## src/rtl/dte_pkg.sv

```systemverilog
// shared types, constants and the character lookup for the digest text encoder
package dte_pkg;

    localparam int unsigned JOB_DEPTH = 4;
    localparam int unsigned JOB_PTR_W = $clog2(JOB_DEPTH);
    localparam logic [7:0] HEX_PREFIX_RESET = 8'd2;
    localparam logic [7:0] BYTE_INDEX_MAX = 8'd255;
    localparam logic [3:0] GROUP_BITS = 4'd5;
    localparam logic [3:0] BYTE_BITS = 4'd8;

    typedef struct packed {
        logic [2:0][4:0] digits;
        logic [1:0]      count;
        logic            last;
    } dte_job_t;

    typedef struct packed {
        logic                 full;
        logic                 empty;
        logic [JOB_PTR_W:0]   level;
    } dte_fifo_status_t;

    typedef struct packed {
        logic [7:0] byte_index;
        logic [2:0] leftover_count;
    } dte_front_status_t;

    function automatic logic [7:0] digit_char(input logic [4:0] digit);
        logic [7:0] c;
        if (digit < 5'd10)
            c = 8'h30 + {3'b000, digit};
        else
            c = 8'h61 + {3'b000, digit} - 8'd10;
        return c;
    endfunction

endpackage

```

## src/rtl/dte_front.sv

```systemverilog
// front end: byte accept, hex or base32 classification, character job build
module dte_front (
    input  logic                       clk,
    input  logic                       rst_n,
    input  logic                       in_valid,
    output logic                       in_stall,
    input  logic [7:0]                 data_byte,
    input  logic                       last_byte,
    input  logic                       cfg_wr_en,
    input  logic [7:0]                 cfg_wr_data,
    input  logic                       fifo_full,
    output logic                       push,
    output dte_pkg::dte_job_t          job,
    output dte_pkg::dte_front_status_t status
);

    logic [7:0]  hex_prefix_reg;
    logic [7:0]  byte_index_reg, byte_index_next;
    logic [3:0]  leftover_bits_reg, leftover_bits_next;
    logic [2:0]  leftover_count_reg, leftover_count_next;

    logic        accept;
    logic        is_hex;
    logic [11:0] acc;
    logic [11:0] rem_acc;
    logic [3:0]  cnt;
    logic [3:0]  rem;
    logic        two_groups;
    logic [4:0]  group_a;
    logic [4:0]  group_b;
    logic [4:0]  flush_digit;
    logic        do_flush;

    assign in_stall = fifo_full;
    assign accept   = in_valid && !fifo_full;
    assign push     = accept;
    assign is_hex   = byte_index_reg < hex_prefix_reg;

    assign status.byte_index     = byte_index_reg;
    assign status.leftover_count = leftover_count_reg;

    always_comb
    begin
        acc         = {leftover_bits_reg, data_byte};
        cnt         = {1'b0, leftover_count_reg} + dte_pkg::BYTE_BITS;
        two_groups  = cnt >= (dte_pkg::GROUP_BITS << 1);
        group_a     = 5'(acc >> (cnt - dte_pkg::GROUP_BITS));
        group_b     = 5'(acc >> (cnt - (dte_pkg::GROUP_BITS << 1)));
        rem         = two_groups ? cnt - (dte_pkg::GROUP_BITS << 1) : cnt - dte_pkg::GROUP_BITS;
        rem_acc     = acc & ((12'd1 << rem) - 12'd1);
        flush_digit = 5'(rem_acc << (dte_pkg::GROUP_BITS - rem));
        do_flush    = last_byte && (rem != 4'd0);

        job.digits = '0;
        job.last   = last_byte;
        if (is_hex)
        begin
            job.digits[0] = {1'b0, data_byte[7:4]};
            job.digits[1] = {1'b0, data_byte[3:0]};
            job.count     = 2'd2;
        end
        else
        begin
            job.digits[0] = group_a;
            if (two_groups)
            begin
                job.digits[1] = group_b;
                job.count     = 2'd2;
            end
            else
            begin
                job.count = 2'd1;
            end
            if (do_flush)
            begin
                job.digits[job.count] = flush_digit;
                job.count             = job.count + 2'd1;
            end
        end
    end

    always_comb
    begin
        byte_index_next     = byte_index_reg;
        leftover_bits_next  = leftover_bits_reg;
        leftover_count_next = leftover_count_reg;
        if (accept)
        begin
            if (last_byte)
            begin
                byte_index_next     = '0;
                leftover_bits_next  = '0;
                leftover_count_next = '0;
            end
            else
            begin
                if (byte_index_reg != dte_pkg::BYTE_INDEX_MAX)
                    byte_index_next = byte_index_reg + 8'd1;
                if (!is_hex)
                begin
                    leftover_bits_next  = 4'(rem_acc);
                    leftover_count_next = 3'(rem);
                end
            end
        end
    end

    always_ff @(posedge clk or negedge rst_n)
    begin
        if (!rst_n)
        begin
            hex_prefix_reg     <= dte_pkg::HEX_PREFIX_RESET;
            byte_index_reg     <= '0;
            leftover_bits_reg  <= '0;
            leftover_count_reg <= '0;
        end
        else
        begin
            if (cfg_wr_en)
                hex_prefix_reg <= cfg_wr_data;
            byte_index_reg     <= byte_index_next;
            leftover_bits_reg  <= leftover_bits_next;
            leftover_count_reg <= leftover_count_next;
        end
    end

endmodule

```

## src/rtl/dte_fifo.sv

```systemverilog
// short job queue between front end and character emitter
module dte_fifo (
    input  logic                      clk,
    input  logic                      rst_n,
    input  logic                      push,
    input  dte_pkg::dte_job_t         push_job,
    input  logic                      pop,
    output dte_pkg::dte_job_t         head_job,
    output dte_pkg::dte_fifo_status_t status
);

    dte_pkg::dte_job_t              mem_reg [dte_pkg::JOB_DEPTH];
    logic [dte_pkg::JOB_PTR_W-1:0]  wr_ptr_reg, wr_ptr_next;
    logic [dte_pkg::JOB_PTR_W-1:0]  rd_ptr_reg, rd_ptr_next;
    logic [dte_pkg::JOB_PTR_W:0]    level_reg, level_next;

    assign head_job     = mem_reg[rd_ptr_reg];
    assign status.level = level_reg;
    assign status.empty = level_reg == '0;
    assign status.full  = level_reg == (dte_pkg::JOB_PTR_W + 1)'(dte_pkg::JOB_DEPTH);

    always_comb
    begin
        wr_ptr_next = push ? wr_ptr_reg + 1'b1 : wr_ptr_reg;
        rd_ptr_next = pop ? rd_ptr_reg + 1'b1 : rd_ptr_reg;
        level_next  = level_reg;
        unique case ({push, pop})
            2'b10:   level_next = level_reg + 1'b1;
            2'b01:   level_next = level_reg - 1'b1;
            default: level_next = level_reg;
        endcase
    end

    always_ff @(posedge clk)
    begin
        if (push)
            mem_reg[wr_ptr_reg] <= push_job;
    end

    always_ff @(posedge clk or negedge rst_n)
    begin
        if (!rst_n)
        begin
            wr_ptr_reg <= '0;
            rd_ptr_reg <= '0;
            level_reg  <= '0;
        end
        else
        begin
            wr_ptr_reg <= wr_ptr_next;
            rd_ptr_reg <= rd_ptr_next;
            level_reg  <= level_next;
        end
    end

endmodule

```

## src/rtl/dte_back.sv

```systemverilog
// back end: job characters into the output register, one per cycle unless stalled
module dte_back (
    input  logic              clk,
    input  logic              rst_n,
    input  dte_pkg::dte_job_t head_job,
    input  logic              fifo_empty,
    output logic              pop,
    output logic              out_valid,
    input  logic              out_stall,
    output logic [7:0]        text_char,
    output logic              last_char
);

    logic [1:0] pos_reg, pos_next;
    logic       out_valid_reg, out_valid_next;
    logic [7:0] text_char_reg;
    logic       last_char_reg;
    logic       load;
    logic       job_end;

    assign load    = !fifo_empty && (!out_valid_reg || !out_stall);
    assign job_end = pos_reg == (head_job.count - 2'd1);
    assign pop     = load && job_end;

    assign out_valid = out_valid_reg;
    assign text_char = text_char_reg;
    assign last_char = last_char_reg;

    always_comb
    begin
        pos_next = pos_reg;
        if (load)
            pos_next = job_end ? 2'd0 : pos_reg + 2'd1;
        if (load)
            out_valid_next = 1'b1;
        else
            out_valid_next = out_valid_reg && out_stall;
    end

    always_ff @(posedge clk)
    begin
        if (load)
        begin
            text_char_reg <= dte_pkg::digit_char(head_job.digits[pos_reg]);
            last_char_reg <= head_job.last && job_end;
        end
    end

    always_ff @(posedge clk or negedge rst_n)
    begin
        if (!rst_n)
        begin
            pos_reg       <= '0;
            out_valid_reg <= 1'b0;
        end
        else
        begin
            pos_reg       <= pos_next;
            out_valid_reg <= out_valid_next;
        end
    end

endmodule

```

## src/rtl/digest_text_encoder_unit.sv

```systemverilog
// top level of the digest text encoder: front end, job queue, character emitter
//
//  channel | signals                            | direction
//  --------+------------------------------------+----------
//  in      | in_valid, in_stall, data_byte,     | beat in
//          | last_byte                          |
//  out     | out_valid, out_stall, text_char,   | beat out
//          | last_char                          |
//  cfg     | cfg_wr_en, cfg_wr_data             | write only
//
// a byte is taken in one cycle whenever the four-entry job queue has room
// each byte yields one to three characters, one per cycle unless stalled, so the
// emitter sets the rate: two characters per hex byte, on average 1.6 per base32
// byte; the first character passes the job queue and then the output register
// reset clears stream state, queue and output; hex prefix length returns to two
// out_stall holds the output register; the queue lets input run ahead
module digest_text_encoder_unit (
    input  logic       clk,
    input  logic       rst_n,
    input  logic       in_valid,
    output logic       in_stall,
    input  logic [7:0] data_byte,
    input  logic       last_byte,
    output logic       out_valid,
    input  logic       out_stall,
    output logic [7:0] text_char,
    output logic       last_char,
    input  logic       cfg_wr_en,
    input  logic [7:0] cfg_wr_data
);

    dte_pkg::dte_job_t          push_job;
    dte_pkg::dte_job_t          head_job;
    dte_pkg::dte_fifo_status_t  fifo_status;
    dte_pkg::dte_front_status_t front_status;
    logic                       push;
    logic                       pop;

    dte_front u_front (
        .clk         (clk),
        .rst_n       (rst_n),
        .in_valid    (in_valid),
        .in_stall    (in_stall),
        .data_byte   (data_byte),
        .last_byte   (last_byte),
        .cfg_wr_en   (cfg_wr_en),
        .cfg_wr_data (cfg_wr_data),
        .fifo_full   (fifo_status.full),
        .push        (push),
        .job         (push_job),
        .status      (front_status)
    );

    dte_fifo u_fifo (
        .clk      (clk),
        .rst_n    (rst_n),
        .push     (push),
        .push_job (push_job),
        .pop      (pop),
        .head_job (head_job),
        .status   (fifo_status)
    );

    dte_back u_back (
        .clk        (clk),
        .rst_n      (rst_n),
        .head_job   (head_job),
        .fifo_empty (fifo_status.empty),
        .pop        (pop),
        .out_valid  (out_valid),
        .out_stall  (out_stall),
        .text_char  (text_char),
        .last_char  (last_char)
    );

    a_leftover_range: assert property (@(posedge clk) disable iff (!rst_n)
        front_status.leftover_count <= 3'd4)
        else $error("leftover bit count out of range");

    a_end_clears: assert property (@(posedge clk) disable iff (!rst_n)
        (in_valid && !in_stall && last_byte) |=>
            (front_status.byte_index == 8'd0 && front_status.leftover_count == 3'd0))
        else $error("stream state not cleared after last byte");

    a_queue_level: assert property (@(posedge clk) disable iff (!rst_n)
        fifo_status.level <= (dte_pkg::JOB_PTR_W + 1)'(dte_pkg::JOB_DEPTH))
        else $error("job queue level beyond depth");

    a_job_count: assert property (@(posedge clk) disable iff (!rst_n)
        !fifo_status.empty |-> head_job.count != 2'd0)
        else $error("queued job without characters");

endmodule
```

## config.mk

```make
export PLATFORM = sky130hd
export DESIGN_NAME = digest_text_encoder_unit
export DESIGN_NICKNAME = d
export VERILOG_FILES = /design/src/rtl/dte_pkg.sv /design/src/rtl/dte_front.sv /design/src/rtl/dte_fifo.sv /design/src/rtl/dte_back.sv /design/src/rtl/digest_text_encoder_unit.sv
export SDC_FILE = /design/constraint.sdc
export NUM_CORES = 1
export LEC_CHECK = 0
export BUFFER_PORTS_ARGS = -buffer_cell sky130_fd_sc_hd__buf_2
export CELL_PAD_IN_SITES_DETAIL_PLACEMENT = 1
export CELL_PAD_IN_SITES_GLOBAL_PLACEMENT = 1
export CORE_UTILIZATION = 40
export DETAILED_ROUTE_END_ITERATION = 16
export PLACE_DENSITY = 0.73
export SYNTH_ARGS = -nofsm -noshare
export SYNTH_HDL_FRONTEND = slang
export SYNTH_HIERARCHICAL = 1
export SYNTH_SLANG_ARGS = --single-unit
```

## constraint.sdc

```tcl
create_clock -name clk -period 5.4 [get_ports clk]
set_clock_uncertainty 0.05 [all_clocks]
set_input_delay 0.27 -clock clk [delete_from_list [all_inputs] [get_ports clk]]
set_output_delay 0.27 -clock clk [all_outputs]
set_load 0.05 [all_outputs]
```

# Word level (Yosys, flattened, before mapping)
# Memories as Yosys holds them, arrays and structs flattened.
# Cells that the tools add are included.
dict set report op_classes {
  eq_ne 6
  bitwise_logic 1
  reduce_logical 18
  muxes 25
  add_sub_neg 16
  magnitude_cmp 6
  shifts 4
}
# cell n
set op_table {}
lappend op_table {{$mux W5} 5}
lappend op_table {{$mux W8} 3}
lappend op_table {{$shr A12 B4 Y5} 2}
lappend op_table {{$mux W17} 1}
lappend op_table {{$bwmux W15} 1}
lappend op_table {{$and A12 B12 Y12} 1}
lappend op_table {{$mux W12} 1}
lappend op_table {{$mux W4} 3}
lappend op_table {{$shl A1 B4 Y12 const A} 1}
lappend op_table {{$shl A12 B4 Y5} 1}
lappend op_table {{$sub A12 B1 Y12 const B} 1}
lappend op_table {{$bmux W5 S2} 1}
lappend op_table {{$demux W5 S2} 1}
lappend op_table {{$add A2 B1 Y2 const B} 4}
lappend op_table {{$add A7 B5 Y8 const A} 1}
lappend op_table {{$add A8 B1 Y8 const B} 1}
lappend op_table {{$lt A8 B8 Y1} 1}
lappend op_table {{$ne A8 B8 Y1 const B} 1}
lappend op_table {{$sub A8 B4 Y8 const B} 1}
lappend op_table {{$add A6 B5 Y7 const A} 1}
lappend op_table {{$logic_and A1 B1 Y1} 7}
lappend op_table {{$lt A2 B3 Y1 const B} 2}
lappend op_table {{$mux W2} 3}
lappend op_table {{$mux W3} 2}
lappend op_table {{23 further kinds} 30}
dict set report word_totals {
  reg_bits 42
  n_memories 1
  word_cells 88
  ramBits 72
}
# memory depth word_bits rd rd_clocked_by_memory_dff wr line_no
set mem_list {}
lappend mem_list {u_fifo.mem_reg 4 18 1 0 1 dte_fifo.sv:12} ;# dte_pkg::dte_job_t mem_reg [dte_pkg::JOB_DEPTH];

# Logic depth before layout (Yosys ltp)
dict set report depth {
  depth_word 11
  depth_mapped 16
  ltp_nobuf 14
}

# By module
# The synthesis kept the hierarchy.
# mod cells_per_inst area_per_inst_um2 seq_area_each_um2 instances
set modules_own_cells {}
lappend modules_own_cells {dte_fifo 131 2996.6 2337.2 1}
lappend modules_own_cells {dte_front 337 2706.3 576.8 1}
lappend modules_own_cells {dte_back 72 784.5 315.3 1}

# Least setup slack after synthesis
# No wires, ideal clock.
dict set report synth_path {
  path_type {register to register}
  from {register u_front.leftover_count_reg[1]}
  to {memory u_fifo/mem_reg[0][11] in the netlist's numbering (data pin)}
  path_buffers 2
  slack_ns 1.262
  stages_incl_launch_ff 16
  setup_ns 0.256
  period_less_slack_ns 4.138
  t_required_ns 5.094
  t_arrival_ns 3.832
  path_cell_list {dfrtp_1 > clkbuf_1 > inv_1 > ha_1 > buf_6 > or3b_1 > a21oi_1 > a311oi_2 > inv_2 > or4_4 > ha_1 > nor2_1 > mux2i_1 > o21a_1 > a211o_1 > o41ai_1}
}
# element line_no
set synth_lines {}
lappend synth_lines {{start: declaration} dte_front.sv:20} ;# logic [2:0] leftover_count_reg, leftover_count_next;
lappend synth_lines {{start signal: assignment} dte_front.sv:123} ;# leftover_count_reg <= leftover_count_next;
lappend synth_lines {{end: declaration} dte_fifo.sv:12}

==> summary.md <==
| Metric | Value |
|---|---|
| Ranking of synthesized cells by area | `edfxtp_1 (37%), dfrtp_1 (12%), mux4_2 (8.7%), ha_1 (4.6%), mux2i_1 (3.7%)` |
| WHS Path Cells | `3` |
| GR Overflow Total | `0` |
| GRT Overall Usage | `19.72%` |
| Final nets | `613` |
| Root Driver | `clkbuf_16` |
| Largest net degree at the start of global routing | `34` |
| Core box area | `0.01589 sq mm` |
| Hold_buf cts | `1` |
| Post-DP HPWL | `10,350 um` |
| PwrDens | `641.5 mW/mm^2` |
| Worst vdd ir | `0.2543 mV` |
| Max Freq | `212.8 MHz` |
| IO Pins | `33` |
| Reg2reg start | `u_front/leftover_count_reg[1]` |
| Worst Hold Class | `in2reg` |
| Final clock period utilization by the worst path | `87.01%` |
| R2R setup slack | `700 ps` |
| Gpl congestion | `0.8599` |
| Mapped Area | `0.006487 sq mm` |
| ANT cells | `0` |
| Via/cell ratio | `5.410` |
| Clock Tree Buf Depth | `2` |
| Starting Density | `40.84%` |
| Crit path DAT | `4770 ps` |
| Setup TNS | `0 ps` |
| Slew HR | `31.59%` |
| Unrepaired setup endpoints after global routing | `no` |
| Critical Path Start Type | `flip-flop` |
| Share of cells above drive strength 1 | `20.90%` |
| Initial antenna violation count | `0` |
| Die Area | `0.01673 sq mm` |
| P_leak | `2.829 nW` |
| Area Growth Syn to Fin | `14.06%` |
| Clk Latency, worst-skew pair | `410 ps` |
| Wirelength, routed | `14,920 um` |
| Worst Hold Launch | `cfg_wr_data[4]` |
| Syn Area/Cell | `12.01 sq um` |
| Die X-Extent | `129.4 um` |
| Max Slew Vio Count | `0` |
| Buffers on Ports | `31` |
| WL/cell | `18.77 um` |
| Vias in the first global route | `4,567` |
| Fin util | `46.58%` |
| Critical path required time | `5470 ps` |
| Clock net sink count | `113` |
| Dominant cell type by area after synthesis | `edfxtp_1` |
| First-pass GRT wire length | `24,560 um` |
| Clock buffer count from CTS | `17` |
| Max-cap viol count | `0` |
| Final antenna-violating net count | `0` |
| H-tree levels | `4` |
| Maximum fanout along the worst path | `24` |
| Final setup fails | `0` |
| Rows | `46` |
| #FFs+latches synth | `113` |
| Critical path origin | `u_front/leftover_count_reg[1]` |
| Inst Count DP | `762` |
| Die H | `129.4 um` |
| FF-to-FF End | `u_fifo/mem_reg[1][11]` |
| DRT iter0 DRCs | `257` |
| Max reg flops | `72` |
| # DRC | `0` |
| R2R cell count | `14` |
| Count leader, synth | `edfxtp_1` |
| Via count | `4,301` |
| Primary FF master, synth | `edfxtp_1` |
| Non-Filler Instances | `795` |
| DR pass1 iterations | `5` |
| Slew @ Worst Pin | `1026 ps` |
| Synth top cells by count | `edfxtp_1 (80), nand2_1 (62), dfrtp_1 (32)` |
| Number of setup buffers added after CTS | `0` |
| Hold Path End | `u_front/hex_prefix_reg[4]` |
| Outcome | `completed` |
| Register area share after synthesis | `49.78%` |
| CP Class | `reg2reg` |
| Syn Nets | `587` |
| Post-synth top area share | `37.03%` |
| Critical path capture point type | `flip-flop` |
| Post-synth EDFFs | `80` |
| CTS resizes | `0` |
| Clk slew on worst S/H paths | `50 ps` |
| Ys async rst share | `29.20%` |
| Warnings, synthesis | `6` |
| Final hold violations | `0` |
| Final Critical Period | `4698 ps` |
| Netlist cell types | `80` |
| CTS tree | `done` |
| Post-Synthesis Cells | `540` |
layout make-up:
type / instances / area [sq um]
fillers: 1706 / 8486
multi-input cells: 369 / 2963
inverters: 28 / 110.1
well taps: 216 / 270.3
clock inverters: 13 / 191.4
flip-flops and latches: 113 / 3229
repair buffers: 37 / 202.7
clock buffers: 19 / 432.9
cells by family (layout without fill, tap and decap cells):
kind of cell / count (synthesis) / in the layout / share of synthesized area [%]
AND/OR/NAND/NOR: 157 / 157 / 11.96
flip-flops: 113 / 113 / 49.78
AO/OA/AOI/OAI: 111 / 111 / 12.25
buffers and inverters: 58 / 97 / 4.551
multiplexers: 57 / 57 / 14.00
adder cells (fa/ha/maj): 25 / 25 / 4.937
XOR/XNOR: 17 / 17 / 2.411
other: 2 / 2 / 0.1158
routing by layer:
metal	up-vias	GRT usage, %	share of wire [%]
met4	0	7.958	1.4
met3	12	4.046	2.6
li1	2063	-	-
met5	-	0	0
met1	2154	24.52	45
met2	72	33.59	51
power by group:
part           total (mW)  internal (mW)  switching, mW
Sequential           1.36           1.19          0.166
Clock                1.18          0.809          0.375
Combinational        2.21          0.885           1.32
stage by stage:
stage / setup slack, ps / hold slack, ps / total power, mW / cell area (sq um)
6_report: 701.7 / 32.60 / 4.747 / 7400
5_1_grt: 408.9 / 34.97 / 5.056 / 7400
4_1_cts: 736.7 / 6.606 / 4.784 / 7400
3_5_place_dp: 788.9 / 350.5 / 3.576 / 6765
3_3_place_gp: 1010 / 338.0 / 3.480 / 6765
2_1_floorplan: 1262 / -75.59 / 3.118 / 6487
worst max-delay path by stage:
| stage | endpoint | cells past startpoint |
|---|---|---|
| finish | u_fifo/mem_reg[1][11] | 14 |
| global route | u_fifo/mem_reg[1][11] | 14 |
| CTS | u_fifo/mem_reg[1][11] | 14 |
| detailed placement | u_fifo/mem_reg[3][11] | 14 |
| global placement | u_fifo/mem_reg[0][11] | 14 |
| floorplan | u_fifo/mem_reg[0][11] | 15 |
cells in the final DEF (no fill, tap or decap), drive strengths merged, types with 3 or more instances in the layout:
master,instances
buf,36
o21ai,28
and2,9
ha,24
o31ai,7
mux2i,25
edfxtp,80
nor2,31
a21o,8
mux2,7
nand2,63
a211o,3
clkinv,6
o41ai,3
nand3,12
mux4,25
dfrtp,32
nor4,3
nor3,7
and3,5
inv,28
a2bb2oi,4
clkbuf,19
nor2b,7
a31oi,3
nand3b,3
nand2b,5
a21oi,17
nand4,3
o211ai,3
o21a,5
xnor2,8
o22ai,7
xor2,9
bufinv,5
a211oi,6
critical path, cell delays in order (launching register included):
cell,delay (ps)
dfrtp_1,320
buf_4,250
inv_1,170
ha_1,520
nand2b_1,150
a21oi_1,70
a311oi_2,450
inv_2,110
or4_4,580
ha_1,310
nor2_1,250
mux2i_1,180
o21a_1,200
a211o_1,240
o41ai_1,530
(Power assumes the default switching activity.)
